==> src/hdl/bdlp_pkg.sv <==
`default_nettype none

package bdlp_pkg;

    // Number of buttons tracked; the button field is one bit wide
    localparam int NUM_BUTTONS = 2;
    localparam int ADDR_W      = (NUM_BUTTONS > 1) ? $clog2(NUM_BUTTONS) : 1;

    // Configuration register indexes
    typedef logic [1:0] t_cfg_index;
    localparam t_cfg_index CFG_DEBOUNCE   = 2'd0;
    localparam t_cfg_index CFG_LONG_PRESS = 2'd1;

    // Register reset values
    localparam logic [15:0] DEBOUNCE_RST   = 16'd50;
    localparam logic [15:0] LONG_PRESS_RST = 16'd800;

    typedef logic [ADDR_W-1:0] t_addr;

    typedef struct packed {
        logic        button;
        logic        pressed;
        logic [31:0] now_ms;
    } t_in_item;

    typedef struct packed {
        logic button_out;
        logic debounced;
        logic single_click;
        logic long_press;
    } t_out_item;

    // Per-button state entry
    typedef struct packed {
        logic        level;
        logic        armed;
        logic [31:0] change_start;
        logic [31:0] press_start;
        logic        long_fired;
    } t_entry;

    typedef struct packed {
        logic [15:0] debounce_ms;
        logic [15:0] long_press_ms;
    } t_cfg;

endpackage

`default_nettype wire

==> src/hdl/bdlp_state_ram.sv <==
`default_nettype none

module bdlp_state_ram (
    input  wire                   i_clk,
    input  wire                   i_rst_n,
    input  wire                   i_rd_en,
    input  wire  bdlp_pkg::t_addr  i_rd_addr,
    output bdlp_pkg::t_entry      o_rd_data,
    input  wire                   i_wr_en,
    input  wire  bdlp_pkg::t_addr  i_wr_addr,
    input  bdlp_pkg::t_entry      i_wr_data
);
    import bdlp_pkg::*;

    t_entry                 r_mem [NUM_BUTTONS];
    logic [NUM_BUTTONS-1:0] r_vld;
    t_entry                 r_rd_data;

    // Entry valid bits: an unwritten entry reads as all zero
    always_ff @(posedge i_clk) begin
        if (!i_rst_n) begin
            r_vld <= '0;
        end else if (i_wr_en) begin
            r_vld[i_wr_addr] <= 1'b1;
        end
    end

    // Write port
    always_ff @(posedge i_clk) begin
        if (i_wr_en) begin
            r_mem[i_wr_addr] <= i_wr_data;
        end
    end

    // Registered read, write-first on a same-edge hit
    always_ff @(posedge i_clk) begin
        if (i_rd_en) begin
            if (i_wr_en && (i_wr_addr == i_rd_addr)) begin
                r_rd_data <= i_wr_data;
            end else if (r_vld[i_rd_addr]) begin
                r_rd_data <= r_mem[i_rd_addr];
            end else begin
                r_rd_data <= '0;
            end
        end
    end

    assign o_rd_data = r_rd_data;

endmodule

`default_nettype wire

==> src/hdl/bdlp_update.sv <==
`default_nettype none

module bdlp_update (
    input  bdlp_pkg::t_cfg       i_cfg,
    input  bdlp_pkg::t_in_item   i_item,
    input  bdlp_pkg::t_entry     i_entry,
    output bdlp_pkg::t_entry     o_entry,
    output logic                 o_wr_en,
    output bdlp_pkg::t_out_item  o_item
);
    import bdlp_pkg::*;

    logic        btn_ok;
    logic [31:0] start;
    logic        deb_done;
    logic        click;
    logic        lp;
    t_entry      n_entry;

    assign btn_ok = (int'(i_item.button) < NUM_BUTTONS);

    // Debounce and press tracking
    always_comb begin
        n_entry  = i_entry;
        click    = 1'b0;
        lp       = 1'b0;
        start    = i_entry.armed ? i_entry.change_start : i_item.now_ms;
        deb_done = (i_item.now_ms - start) >= 32'(i_cfg.debounce_ms);
        if (i_item.pressed != i_entry.level) begin
            n_entry.armed        = 1'b1;
            n_entry.change_start = start;
            if (deb_done) begin
                n_entry.level = i_item.pressed;
                n_entry.armed = 1'b0;
                if (i_item.pressed) begin
                    n_entry.press_start = i_item.now_ms;
                    n_entry.long_fired  = 1'b0;
                end else if (!i_entry.long_fired) begin
                    click = 1'b1;
                end
            end
        end else begin
            n_entry.armed = 1'b0;
        end

        // Long press fires once per press, after any accepted press
        if (n_entry.level && !n_entry.long_fired &&
            ((i_item.now_ms - n_entry.press_start) >= 32'(i_cfg.long_press_ms))) begin
            n_entry.long_fired = 1'b1;
            lp                 = 1'b1;
        end
    end

    assign o_entry             = n_entry;
    assign o_wr_en             = btn_ok;
    assign o_item.button_out   = i_item.button;
    assign o_item.debounced    = btn_ok & n_entry.level;
    assign o_item.single_click = btn_ok & click;
    assign o_item.long_press   = btn_ok & lp;

endmodule

`default_nettype wire

==> src/hdl/button_debounce_click_long_press_top.sv <==
// Debounced pushbutton click and long-press detector. Each input beat is
// one poll sample (button, raw level, ms timestamp) and gives exactly one
// output beat with the debounced level and the click / long-press flags.
// Per-button state lives in a small RAM with a registered read; a sample
// reads its entry on acceptance, is updated in the update stage and is
// written back as that stage advances, with same-edge write data forwarded
// into the read so that samples of one button may follow back to back.
// Throughput is one sample per cycle while the result channel does not
// stall; each sample passes the RAM read, then the output register. State
// resets to released without a clearing pass. Registers: index 0 debounce_ms
// (reset 50), index 1 long_press_ms (reset 800); write them only while idle.
`default_nettype none

module button_debounce_click_long_press_top (
    input  wire                       i_clk,
    input  wire                       i_rst_n,
    // sample channel
    input  wire                       i_in_valid,
    output logic                      o_in_stall,
    input  bdlp_pkg::t_in_item        i_in_item,
    // result channel
    output logic                      o_out_valid,
    input  wire                       i_out_stall,
    output bdlp_pkg::t_out_item       o_out_item,
    // configuration channel
    input  wire                       i_cfg_valid,
    output logic                      o_cfg_ready,
    input  wire  bdlp_pkg::t_cfg_index i_cfg_index,
    input  wire  [15:0]               i_cfg_data
);
    import bdlp_pkg::*;

    t_cfg      r_cfg;
    logic      r_s1_valid;
    t_in_item  r_s1_item;
    logic      r_out_valid;
    t_out_item r_out_item;

    logic      in_acc;
    logic      s1_adv;
    t_entry    rd_entry;
    t_entry    upd_entry;
    logic      upd_wr;
    t_out_item upd_item;

    // Configuration registers
    assign o_cfg_ready = 1'b1;

    always_ff @(posedge i_clk) begin
        if (!i_rst_n) begin
            r_cfg.debounce_ms   <= DEBOUNCE_RST;
            r_cfg.long_press_ms <= LONG_PRESS_RST;
        end else if (i_cfg_valid) begin
            unique case (i_cfg_index)
                CFG_DEBOUNCE:   r_cfg.debounce_ms   <= i_cfg_data;
                CFG_LONG_PRESS: r_cfg.long_press_ms <= i_cfg_data;
                default: ;
            endcase
        end
    end

    // Handshake: update stage moves whenever the output register frees up
    assign s1_adv     = r_s1_valid && (!r_out_valid || !i_out_stall);
    assign o_in_stall = r_s1_valid && !s1_adv;
    assign in_acc     = i_in_valid && !o_in_stall;

    // Update stage holds the sample while its entry is read
    always_ff @(posedge i_clk) begin
        if (!i_rst_n) begin
            r_s1_valid <= 1'b0;
        end else begin
            r_s1_valid <= in_acc || (r_s1_valid && !s1_adv);
        end
    end

    always_ff @(posedge i_clk) begin
        if (in_acc) begin
            r_s1_item <= i_in_item;
        end
    end

    bdlp_state_ram u_ram (
        .i_clk     (i_clk),
        .i_rst_n   (i_rst_n),
        .i_rd_en   (in_acc),
        .i_rd_addr (ADDR_W'(i_in_item.button)),
        .o_rd_data (rd_entry),
        .i_wr_en   (s1_adv && upd_wr),
        .i_wr_addr (ADDR_W'(r_s1_item.button)),
        .i_wr_data (upd_entry)
    );

    bdlp_update u_upd (
        .i_cfg   (r_cfg),
        .i_item  (r_s1_item),
        .i_entry (rd_entry),
        .o_entry (upd_entry),
        .o_wr_en (upd_wr),
        .o_item  (upd_item)
    );

    // Output register
    always_ff @(posedge i_clk) begin
        if (!i_rst_n) begin
            r_out_valid <= 1'b0;
        end else if (s1_adv) begin
            r_out_valid <= 1'b1;
        end else if (!i_out_stall) begin
            r_out_valid <= 1'b0;
        end
    end

    always_ff @(posedge i_clk) begin
        if (s1_adv) begin
            r_out_item <= upd_item;
        end
    end

    assign o_out_valid = r_out_valid;
    assign o_out_item  = r_out_item;

endmodule

`default_nettype wire

==> config.mk <==
export PLATFORM = sky130hd
export DESIGN_NAME = button_debounce_click_long_press_top
export DESIGN_NICKNAME = d
export VERILOG_FILES = /design/src/hdl/bdlp_pkg.sv /design/src/hdl/bdlp_state_ram.sv /design/src/hdl/bdlp_update.sv /design/src/hdl/button_debounce_click_long_press_top.sv
export SDC_FILE = /design/constraint.sdc
export NUM_CORES = 1
export LEC_CHECK = 0
export BUFFER_PORTS_ARGS = -buffer_cell sky130_fd_sc_hd__buf_2
export CORE_ASPECT_RATIO = 0.7
export CORE_MARGIN = 8
export CORE_UTILIZATION = 55
export DETAILED_ROUTE_END_ITERATION = 10
export PLACE_DENSITY = 0.75
export SLEW_MARGIN = 5
export SYNTH_ARGS = -nofsm -noshare
export SYNTH_HDL_FRONTEND = slang
export SYNTH_SLANG_ARGS = --single-unit
==> constraint.sdc <==
create_clock -name i_clk -period 9 [get_ports i_clk]
set_input_delay 0.9 -clock i_clk [delete_from_list [all_inputs] [get_ports i_clk]]
set_output_delay 0.9 -clock i_clk [all_outputs]
set_load 0.01 [all_outputs]
==> out/summary.txt, run 1 <==
Cell Rows: 52
Cell Pwr Density: 190 mW/mm2
Worst Hold Slack: 0.468 ns
Worst slew pin tran: 1.12 ns
Total Wirelength: 42000 um
Worst r2r src: u_ram.o_rd_data[65]
Final Instance Area: 0.0180 mm2
Cells on worst reg2reg path: 41
Vias in the first global route: 11400
Max Fclk: 0.118 GHz
Starting Density: 56.2%
Commonest cells after routing, fill and taps aside: 239 x edfxtp_1, 159 x nand2_1, 128 x mux2i_1, 120 x nor2_1, 104 x a21oi_1
Min-Delay Path Depth: 2
Post-synth ARST share: 0%
WL/cell: 21.4 um
Final period utilization: 94.2%
Worst hold start: r_cfg[1]
CTS tree: yes
Syn Inst Count: 1526
Total CTS buffers: 26
N_diodes: 0
Met1 WL: 19900 um
Clock Tree Root: clkbuf_16
Final setup viols: 0
Outcome: finished clean
Largest net degree at the start of global routing: 69
VDD IR max: 0.164 mV
Max-slew headroom: 25.4%
Die Y: 160 um
First-pass DRT Iterations: 6
Placer Congestion: 0.944
Crit path required time: 9.29 ns
Reg-to-Reg End: u_ram.r_mem[1][0]
Post-synthesis net count: 1683
Slowest CP cell: or4_1
Unrepaired setup endpoints after global routing: false
Final Worst Setup Slack: 0.519 ns
Vias: 12400
Commonest non-fill, non-tap cell in the layout: edfxtp_1
CP delay by family, top: compound AO/OA/AOI/OAI gates
DP Area: 0.0169 mm2
Post-DP HPWL: 29100 um
Average size of a mapped cell: 10.7 um2
Clk pin slew, worst setup/hold paths: 0.07 ns
CP max FO: 11
H-tree depth: 1
Core Area: 0.0291 mm2
DRT antenna net count: 0
Residual DRC count: 0
Post-synth EDFFs: 239
Setup Crit Path Kind: reg -> reg
Critical path arrival: 8.77 ns
Die area: 0.0356 mm2
Top layer in use: met4
Fin. max-slew vios: 0
Nets: 1724
CTS max path bufs: 3
Synth warnings: 0
Cell Area, Synth: 0.0163 mm2
Reg2reg setup slack: 0.52 ns
First DRT Iteration DRCs: 1417
Antenna violations before repair: 0
Met2 WL: 17500 um
IO Count: 64
Setup TNS: 0 ns
Tot Pwr: 3410 uW
Max-cap violations: 0
# port buffers: 62
Global-route wire length before repair: 64000 um
GRT overflow: 0
Share of post-route cells with drive strength above 1: 13.3%
Clock Skews: 0.0273 ns
Register bit total from synthesis: 275
Buffer and inverter count on the worst path: 4
Overall Global Routing Usage: 22.3%
Hold Path Class: reg -> reg
Minimum clock period: 8.48 ns
CTS Sinks: 275
Main synth FF type: edfxtp_1
Sequential area share after synthesis: 48.3%
CP Launch Type: register
Worst hold endpoint: r_cfg[1]
Area Growth Syn to Fin: 9.97%
Fillers: 2348
Worst-Skew Late Latency: 0.56 ns
Dpl ws: 0.169 ns
Yosys cell types: 72
Leakage power: 0.00680 uW
Chip Width: 222 um
Met3 wire len: 3820 um
Hold Vio Cnt, Final: 0
Critical Path End Type: register
Worst stage delay on the critical path: 0.55 ns
Vias/cell: 6.30
-- layer usage --
metal / vias to the layer above / track usage [%]
li1: 5802 / -
met3: 47 / 4.54
met5: - / 0
met4: 0 / 3.73
met2: 479 / 32.6
met1: 6049 / 34.0
-- report_power, final --
part           internal, uW  total, uW  switching, uW
Clock                   606       1090            486
Sequential             1470       1520           50.0
Combinational           310        791            480
-- repair_timing --
| item | CTS | global route |
|---|---|---|
| hold buffers | 0 | 0 |
| buffers inserted | 0 | 14 |
| resized for setup | 0 | 20 |
| setup endpoints to repair | 0 | 4 |
-- final cells by class --
class	count	area, um2	area share (%)
clock buffers	38	748	4.16
clock inverters	10	80.1	0.445
inverters	53	199	1.11
multi-input cells	1115	7970	44.4
flip-flops and latches	275	7900	43.9
well taps	378	473	2.63
repair buffers	96	606	3.37
-- cell families after synthesis --
group | synth area share, %
xor+xnor | 2.30
fa+ha+maj | 7.75
compound gates | 15.6
simple gates | 12.0
buf+inv | 3.66
flops | 48.3
mux | 10.4
other cells | 0.0229
-- flip-flops by register name, indices dropped and copies added (netlist names) --
signal           count
u_ram.r_mem        134
u_ram.o_rd_data     67
r_s1_item           34
r_cfg               32
o_out_item           4
u_ram.r_vld          2
o_out_valid          1
r_s1_valid           1
-- worst max-delay path by stage --
stage                   startpoint                 end  slack, ns  depth (start not counted)
6_report       u_ram.o_rd_data[65]   u_ram.r_mem[1][0]       0.52                         41
5_1_grt        u_ram.o_rd_data[65]  u_ram.o_rd_data[0]      0.005                         41
4_1_cts        u_ram.o_rd_data[65]   u_ram.r_mem[1][0]       0.15                         34
3_5_place_dp   u_ram.o_rd_data[65]   u_ram.r_mem[0][0]       0.17                         34
3_3_place_gp   u_ram.o_rd_data[65]  u_ram.o_rd_data[0]       0.37                         34
2_1_floorplan  u_ram.o_rd_data[65]  u_ram.o_rd_data[0]       0.55                         44
-- worst min-delay path, stage by stage (launching register included) --
cell and delay (ns):
dfxtp_1 0.31, nand2_1 0.04, a21boi_0 0.06
-- per-stage QoR --
stage | util, % | cells
6_report | 61.8 | 1965
5_1_grt | 61.8 | 1965
4_1_cts | 61.1 | 1950
3_5_place_dp | 58.3 | 1902
3_3_place_gp | 58.3 | 1902
2_1_floorplan | - | 1526
-- Yosys cell counts, drive strengths merged (3+ instances only) --
cell type  number  area (um2)
mux2i         130        1300
o2bb2ai        34         298
nand2b         19         119
dfxtp          36         721
o211ai         14         105
buf            27         189
and3            6        37.5
nor4b           3        32.5
o2111ai         6        52.6
a221oi          4        41.3
clkbuf         56         210
nand4          22         138
a31oi           4        25.0
o21a           14         106
ha             98        1230
and2            4        25.0
a21boi         28         214
a311o          32         320
nand3          16        80.1
a21oi         115         598
or2             4        25.0
o41ai           3        33.8
nor4            7        43.8
a21o           10        75.1
nor2          121         454
a211oi         11        82.6
o21bai          7        52.6
nand2         160         601
edfxtp        239        7180
xnor2          25         219
nor2b           8        50.1
mux2           35         394
inv            53         199
nor3b           3        22.5
nor3           49         250
o21ai          70         362
nand3b          4        30.0
o31ai           4        30.0
xor2           18         158
Power figures use the tool's default switching activity.
==> inputs of run 2 (changes only) <==
--- a/config.mk
+++ b/config.mk
@@ -14,4 +14,5 @@
 export SLEW_MARGIN = 5
 export SYNTH_ARGS = -nofsm -noshare
 export SYNTH_HDL_FRONTEND = slang
+export SYNTH_HIERARCHICAL = 1
 export SYNTH_SLANG_ARGS = --single-unit
==> out/summary.txt, run 2 <==
Outcome: complete, but fails checks
Violated checks: negative setup slack
WL/cell: 19.8 um (-7.5%)
Overall Global Routing Usage: 25.0% (+2.7 points)
Synth warnings: 6 (+6)
Clock Skews: 0.0176 ns (-0.00965 ns)
Fillers: 2409 (+2.6%)
Fin. max-slew vios: 0 (unchanged)
Main synth FF type: edfxtp_1
Setup TNS: -3.85 ns (-3.85 ns)
Top-count cell post-synth: edfxtp_1
Antenna violations before repair: 0 (unchanged)
Crit path required time: 9.32 ns (+0.03 ns)
Vias/cell: 5.80 (-7.9%)
Syn Inst Count: 1646 (+7.9%)
Synth top area cells: edfxtp_1 42%, mux2i_1 8.3%, ha_1 6.8%
Unrepaired setup endpoints after global routing: true
CP max FO: 5 (-6)
Clock Tree Root: clkbuf_16
Cells on worst reg2reg path: 53 (+29%)
Total Wirelength: 47300 um (+13%)
Post-synth top area share: 41.9% (-2.0 points)
Final Core Density: 68.2% (+6.3 points)
Total CTS buffers: 27 (+3.8%)
Max-slew headroom: 21.8% (-3.6 points)
CP Launch Type: register
Slowest CP cell: edfxtp_1
Clk pin slew, worst setup/hold paths: 0.07 ns (about the same)
Critical Path End Type: register
Post-synth EDFFs: 239 (unchanged)
Starting Density: 55.5% (-0.73 points)
Cell Pwr Density: 173 mW/mm2 (-8.8%)
Post-DP HPWL: 34400 um (+18%)
Top reg by flops: u_ram/r_mem
Commonest non-fill, non-tap cell in the layout: buf_4
Worst r2r src: u_ram/o_rd_data[65]
Area Growth Syn to Fin: 22.9%
Placer Congestion: 0.970 (+2.8%)
Setup Crit Path Kind: reg -> reg
Average size of a mapped cell: 10.4 um2 (-2.8%)
Final setup viols: 4 (+4)
Leakage power: 0.00890 uW (+31%)
Hold buffers post-CTS: 0 (unchanged)
H-tree depth: 1 (unchanged)
CTS max path bufs: 3 (unchanged)
Sequential area share after synthesis: 46.1% (-2.2 points)
Nets: 2102 (+22%)
Cell Rows: 54 (+3.8%)
Vias in the first global route: 13500 (+18%)
Crit path to: u_ram/o_rd_data[0]
IO Count: 64 (unchanged)
Max Fclk: 0.0994 GHz (-16%)
Max FFs per register: 134 (unchanged)
Global-route wire length before repair: 73300 um (+15%)
Core Area: 0.0309 mm2 (+6.2%)
GRT overflow: 0 (unchanged)
Post-synth ARST share: 0% (unchanged)
Worst slew pin tran: 1.15 ns (+0.0289 ns)
Register bit total from synthesis: 275 (unchanged)
Cell Area, Synth: 0.0171 mm2 (+4.8%)
Final period utilization: 112% (+18 points)
Max-cap violations: 0 (unchanged)
Residual DRC count: 0 (unchanged)
Die Y: 164 um (+2.1%)
Hold Vio Cnt, Final: 0 (unchanged)
CTS Sinks: 275 (unchanged)
Hold Path Class: reg -> reg
Die area: 0.0371 mm2 (+4.4%)
Share of post-route cells with drive strength above 1: 28.3% (+15 points)
VDD IR max: 0.186 mV (+14%)
Reg2reg setup slack: -1.06 ns (-1.58 ns)
Largest net degree at the start of global routing: 68 (-1.4%)
Critical path arrival: 10.38 ns (+1.61 ns)
First-pass DRT Iterations: 5 (-1)
Yosys cell types: 90 (+25%)
CTS tree: yes
DRT antenna net count: 0 (unchanged)
Worst-Skew Late Latency: 0.57 ns (about the same)
Reg-to-Reg End: u_ram/o_rd_data[0]
Vias: 13900 (+12%)
Final Worst Setup Slack: -1.06 ns (-1.58 ns)
Post-synthesis net count: 1798 (+6.8%)
Chip Width: 227 um (+2.2%)
Minimum clock period: 10.06 ns (+1.58 ns)
N_diodes: 0 (unchanged)
Commonest cells after routing, fill and taps aside: 286 x buf_4, 239 x edfxtp_1, 185 x nand2_1, 155 x nor2_1, 134 x mux2i_1
Worst stage delay on the critical path: 0.41 ns (-0.14 ns)
# port buffers: 62 (unchanged)
First DRT Iteration DRCs: 1126 (-21%)
Leading area contributor after synthesis: edfxtp_1
Critical path origin: u_ram/o_rd_data[65]
Synth top cells by count: 239 x edfxtp_1, 188 x nand2_1, 156 x nor2_1, 142 x mux2i_1, 109 x a21oi_1
[run 2: timing repair]
action	in CTS	in global routing
setup buffers	18	10
pin swaps	47	16
gates resized for setup	32	22
setup endpoints to repair	4	4
gates cloned	1	0
[run 2: per-layer routing]
layer	wire (um)	GRT usage, %	up-vias
li1	-	-	6641
met1	21900	35.5	6732
met2	20800	39.3	427
met3	3760	5.62	70
met4	845	4.71	0
met5	0	0	-
[run 2: worst min path at each step]
stage / end / startpoint / slack, ns / depth (start not counted)
after floorplan: r_cfg[10] / r_cfg[10] / 0.43 / 2
after global placement: r_cfg[3] / r_cfg[3] / 0.45 / 2
after detailed placement: r_cfg[30] / r_cfg[30] / 0.46 / 2
after CTS: r_cfg[14] / r_cfg[14] / 0.47 / 2
after global routing: r_s1_item[11] / i_in_item[11] / 0.48 / 1
final: r_cfg[14] / r_cfg[14] / 0.47 / 2
[run 2: critical path: cells and delay by family (launching register included)]
| family | cells | cell delay, ns |
|---|---|---|
| fa+ha+maj | 4 | 1.22 |
| buf+inv | 4 | 0.54 |
| flops | 1 | 0.41 |
| compound gates | 27 | 4.17 |
| mux | 3 | 0.72 |
| simple gates | 13 | 2.34 |
| xor+xnor | 2 | 0.38 |
[run 2: layout make-up]
| class | count | area (um2) | share of cell area, % |
|---|---|---|---|
| multi-input combinational | 1202 | 8840 | 42.0 |
| sequential | 275 | 7900 | 37.5 |
| timing repair buffer | 354 | 2540 | 12.1 |
| clock buffer | 39 | 810 | 3.85 |
| tap | 420 | 526 | 2.50 |
| inverter | 90 | 338 | 1.61 |
| clock inverter | 11 | 92.6 | 0.440 |
[run 2: kinds of logic (layout without fill, tap and decap cells)]
logic type / Yosys count / after routing / synth area share [%]
and+or+nand+nor: 517 / 517 / 14.1
AOI/OAI and AO/OA: 339 / 339 / 13.0
DFF: 275 / 275 / 46.1
muxes: 214 / 214 / 13.3
buffers and inverters: 169 / 494 / 4.55
adders and majority gates: 97 / 97 / 7.14
xor gates and xnor gates: 33 / 33 / 1.73
other: 2 / 2 / 0.0438
[run 2: stage by stage]
step	hold slack [ns]	std cells	setup WS [ns]	area, um2	power (uW)
3_5_place_dp	0.457	2315	-1.26	19700	2450
5_1_grt	0.482	2391	-1.39	21000	3800
3_3_place_gp	0.447	2315	-0.814	19700	2420
2_1_floorplan	0.435	1646	-0.693	17300	2080
4_1_cts	0.472	2384	-0.814	20900	3630
6_report	0.470	2391	-1.06	21000	3640
[run 2: power by group]
part / total [uW] / switching (uW) / leakage, uW / internal (uW)
registers: 1480 / 30.2 / 0.00257 / 1450
clock network: 1150 / 490 / 0.000456 / 655
logic: 1010 / 550 / 0.00587 / 462
==> inputs of run 3 (changes only) <==
--- a/config.mk
+++ b/config.mk
@@ -10,7 +10,7 @@
 export CORE_MARGIN = 8
 export CORE_UTILIZATION = 55
 export DETAILED_ROUTE_END_ITERATION = 10
-export PLACE_DENSITY = 0.75
+export PLACE_DENSITY_LB_ADDON = 0.25
 export SLEW_MARGIN = 5
 export SYNTH_ARGS = -nofsm -noshare
 export SYNTH_HDL_FRONTEND = slang
==> out/summary.txt, run 3 (same netlist as run 2, synthesis figures left out) <==
CP Launch Type: register
Critical path arrival: 10.47 ns (+0.09 ns)
Hold buffers post-CTS: 0 (unchanged)
CTS max path bufs: 3 (unchanged)
Minimum clock period: 10.15 ns (+0.0870 ns)
Final Worst Setup Slack: -1.15 ns (-0.0870 ns)
Vias in the first global route: 13500 (+0.23%)
Max-slew headroom: 22.4% (+0.63 points)
Area Growth Syn to Fin: 24.8%
Buffer and inverter count on the worst path: 3 (-1)
Post-DP HPWL: 33200 um (-3.5%)
Nets: 2126 (+1.1%)
Fin cells: 2415 (+1.0%)
Final period utilization: 113% (+0.97 points)
Starting Density: 55.5% (unchanged)
Outcome: complete, but fails checks
Vias: 14000 (+0.92%)
Placer Congestion: 0.995 (+2.6%)
Total CTS buffers: 28 (+3.7%)
IO Count: 64 (unchanged)
Fin. max-slew vios: 0 (unchanged)
Worst stage delay on the critical path: 0.50 ns (+0.09 ns)
Clock Tree Root: clkbuf_16
Violated checks: negative setup slack
Commonest cells after routing, fill and taps aside: 309 x buf_4, 239 x edfxtp_1, 185 x nand2_1, 154 x nor2_1, 133 x mux2i_1
Crit path required time: 9.32 ns (about the same)
H-tree depth: 1 (unchanged)
Die Y: 164 um (unchanged)
Max Fclk: 0.0985 GHz (-0.86%)
Worst r2r src: u_ram/o_rd_data[65]
Vias/cell: 5.80 (about the same)
Chip Width: 227 um (unchanged)
Global-route wire length before repair: 73800 um (+0.59%)
Leakage power: 0.00909 uW (+2.2%)
N_diodes: 0 (unchanged)
Dpl ws: -1.14 ns (+0.126 ns)
Final setup viols: 4 (unchanged)
Antenna violations before repair: 0 (unchanged)
Top reg by flops: u_ram/r_mem
Cell Rows: 54 (unchanged)
GRT overflow: 0 (unchanged)
Cell Pwr Density: 177 mW/mm2 (+2.4%)
WL/cell: 19.8 um (about the same)
Critical path origin: u_ram/o_rd_data[65]
Overall Global Routing Usage: 25.1% (+0.073 points)
Slowest CP cell: edfxtp_1
First-pass DRT Iterations: 6 (+1)
Clock Skews: 0.0202 ns (+0.00261 ns)
Worst-Skew Late Latency: 0.58 ns (about the same)
Critical Path End Type: register
Commonest non-fill, non-tap cell in the layout: buf_4
Unrepaired setup endpoints after global routing: true
CP max FO: 6 (+1)
First DRT Iteration DRCs: 1465 (+30%)
Max-cap violations: 0 (unchanged)
Core Area: 0.0309 mm2 (unchanged)
CTS Sinks: 275 (unchanged)
Setup TNS: -4.15 ns (-0.296 ns)
Worst slew pin tran: 1.16 ns (+0.0151 ns)
Worst hold start: r_cfg[2]
Hold Vio Cnt, Final: 0 (unchanged)
Residual DRC count: 0 (unchanged)
Total Wirelength: 47700 um (+0.97%)
DRT antenna net count: 0 (unchanged)
Share of post-route cells with drive strength above 1: 29.3% (+1.0 points)
Clk pin slew, worst setup/hold paths: 0.07 ns (about the same)
Setup Crit Path Kind: reg -> reg
# port buffers: 62 (unchanged)
CTS tree: yes
Dpl cells: 2322 (+0.30%)
Tot Pwr: 3790 uW (+4.1%)
Max FFs per register: 134 (unchanged)
Die area: 0.0371 mm2 (unchanged)
CP delay by family, top: compound AO/OA/AOI/OAI gates
Hold Path Class: reg -> reg
Most frequent CP cell: o21ai_1
VDD IR max: 0.178 mV (-4.4%)
Largest net degree at the start of global routing: 69 (+1.5%)
-- run 3: layout make-up --
cell class | instances | area [um2]
inverters | 90 | 338
fillers | 2373 | 9490
multi-input cells | 1202 | 8860
clock inverters | 14 | 150
flip-flops and latches | 275 | 7900
well taps | 420 | 526
repair buffers | 377 | 2760
clock buffers | 37 | 861
-- run 3: path summary, 6_finish.rpt --
kind | to | slack (ns) | cells past startpoint
hold reg to reg | r_cfg[2] | 0.46 | 2
setup / recovery | u_ram/o_rd_data[0] | -1.15 | 52
hold / removal | r_cfg[2] | 0.46 | 2
setup reg to reg | u_ram/o_rd_data[0] | -1.15 | 52
-- run 3: tightest hold or removal path: stages (launching register included) --
cell	delay, ns
dfxtp_1	0.31
nand2_1	0.05
mux2i_1	0.05
-- run 3: per-stage QoR --
step	hold WS (ns)	utilization (%)	instance area (um2)
5_1_grt	0.475	69.3	21400
2_1_floorplan	0.435	-	17300
4_1_cts	0.459	68.5	21100
6_report	0.459	69.3	21400
3_5_place_dp	0.450	63.9	19700
3_3_place_gp	0.445	63.9	19700
-- run 3: routing by layer --
layer / track usage (%) / vias to the layer above / part of all wire [%]
li1: - / 6693 / -
met5: 0 / - / 0
met1: 36.7 / 6681 / 46
met4: 6.87 / 0 / 2.9
met2: 38.1 / 518 / 43
met3: 4.40 / 105 / 7.6
-- run 3: what timing repair did --
| item | in CTS | in global routing |
|---|---|---|
| setup buffers | 31 | 10 |
| gates cloned | 1 | 0 |
| gates resized for setup | 28 | 27 |
| endpoints found under the setup margin | 4 | 4 |
| pin swaps | 14 | 15 |
-- run 3: power by group --
group	internal (uW)	switching, uW	leakage, uW	total, uW
Combinational	479	563	0.00601	1040
Sequential	1450	29.1	0.00257	1480
Clock	758	505	0.000503	1260
Total	2690	1100	0.00909	3790
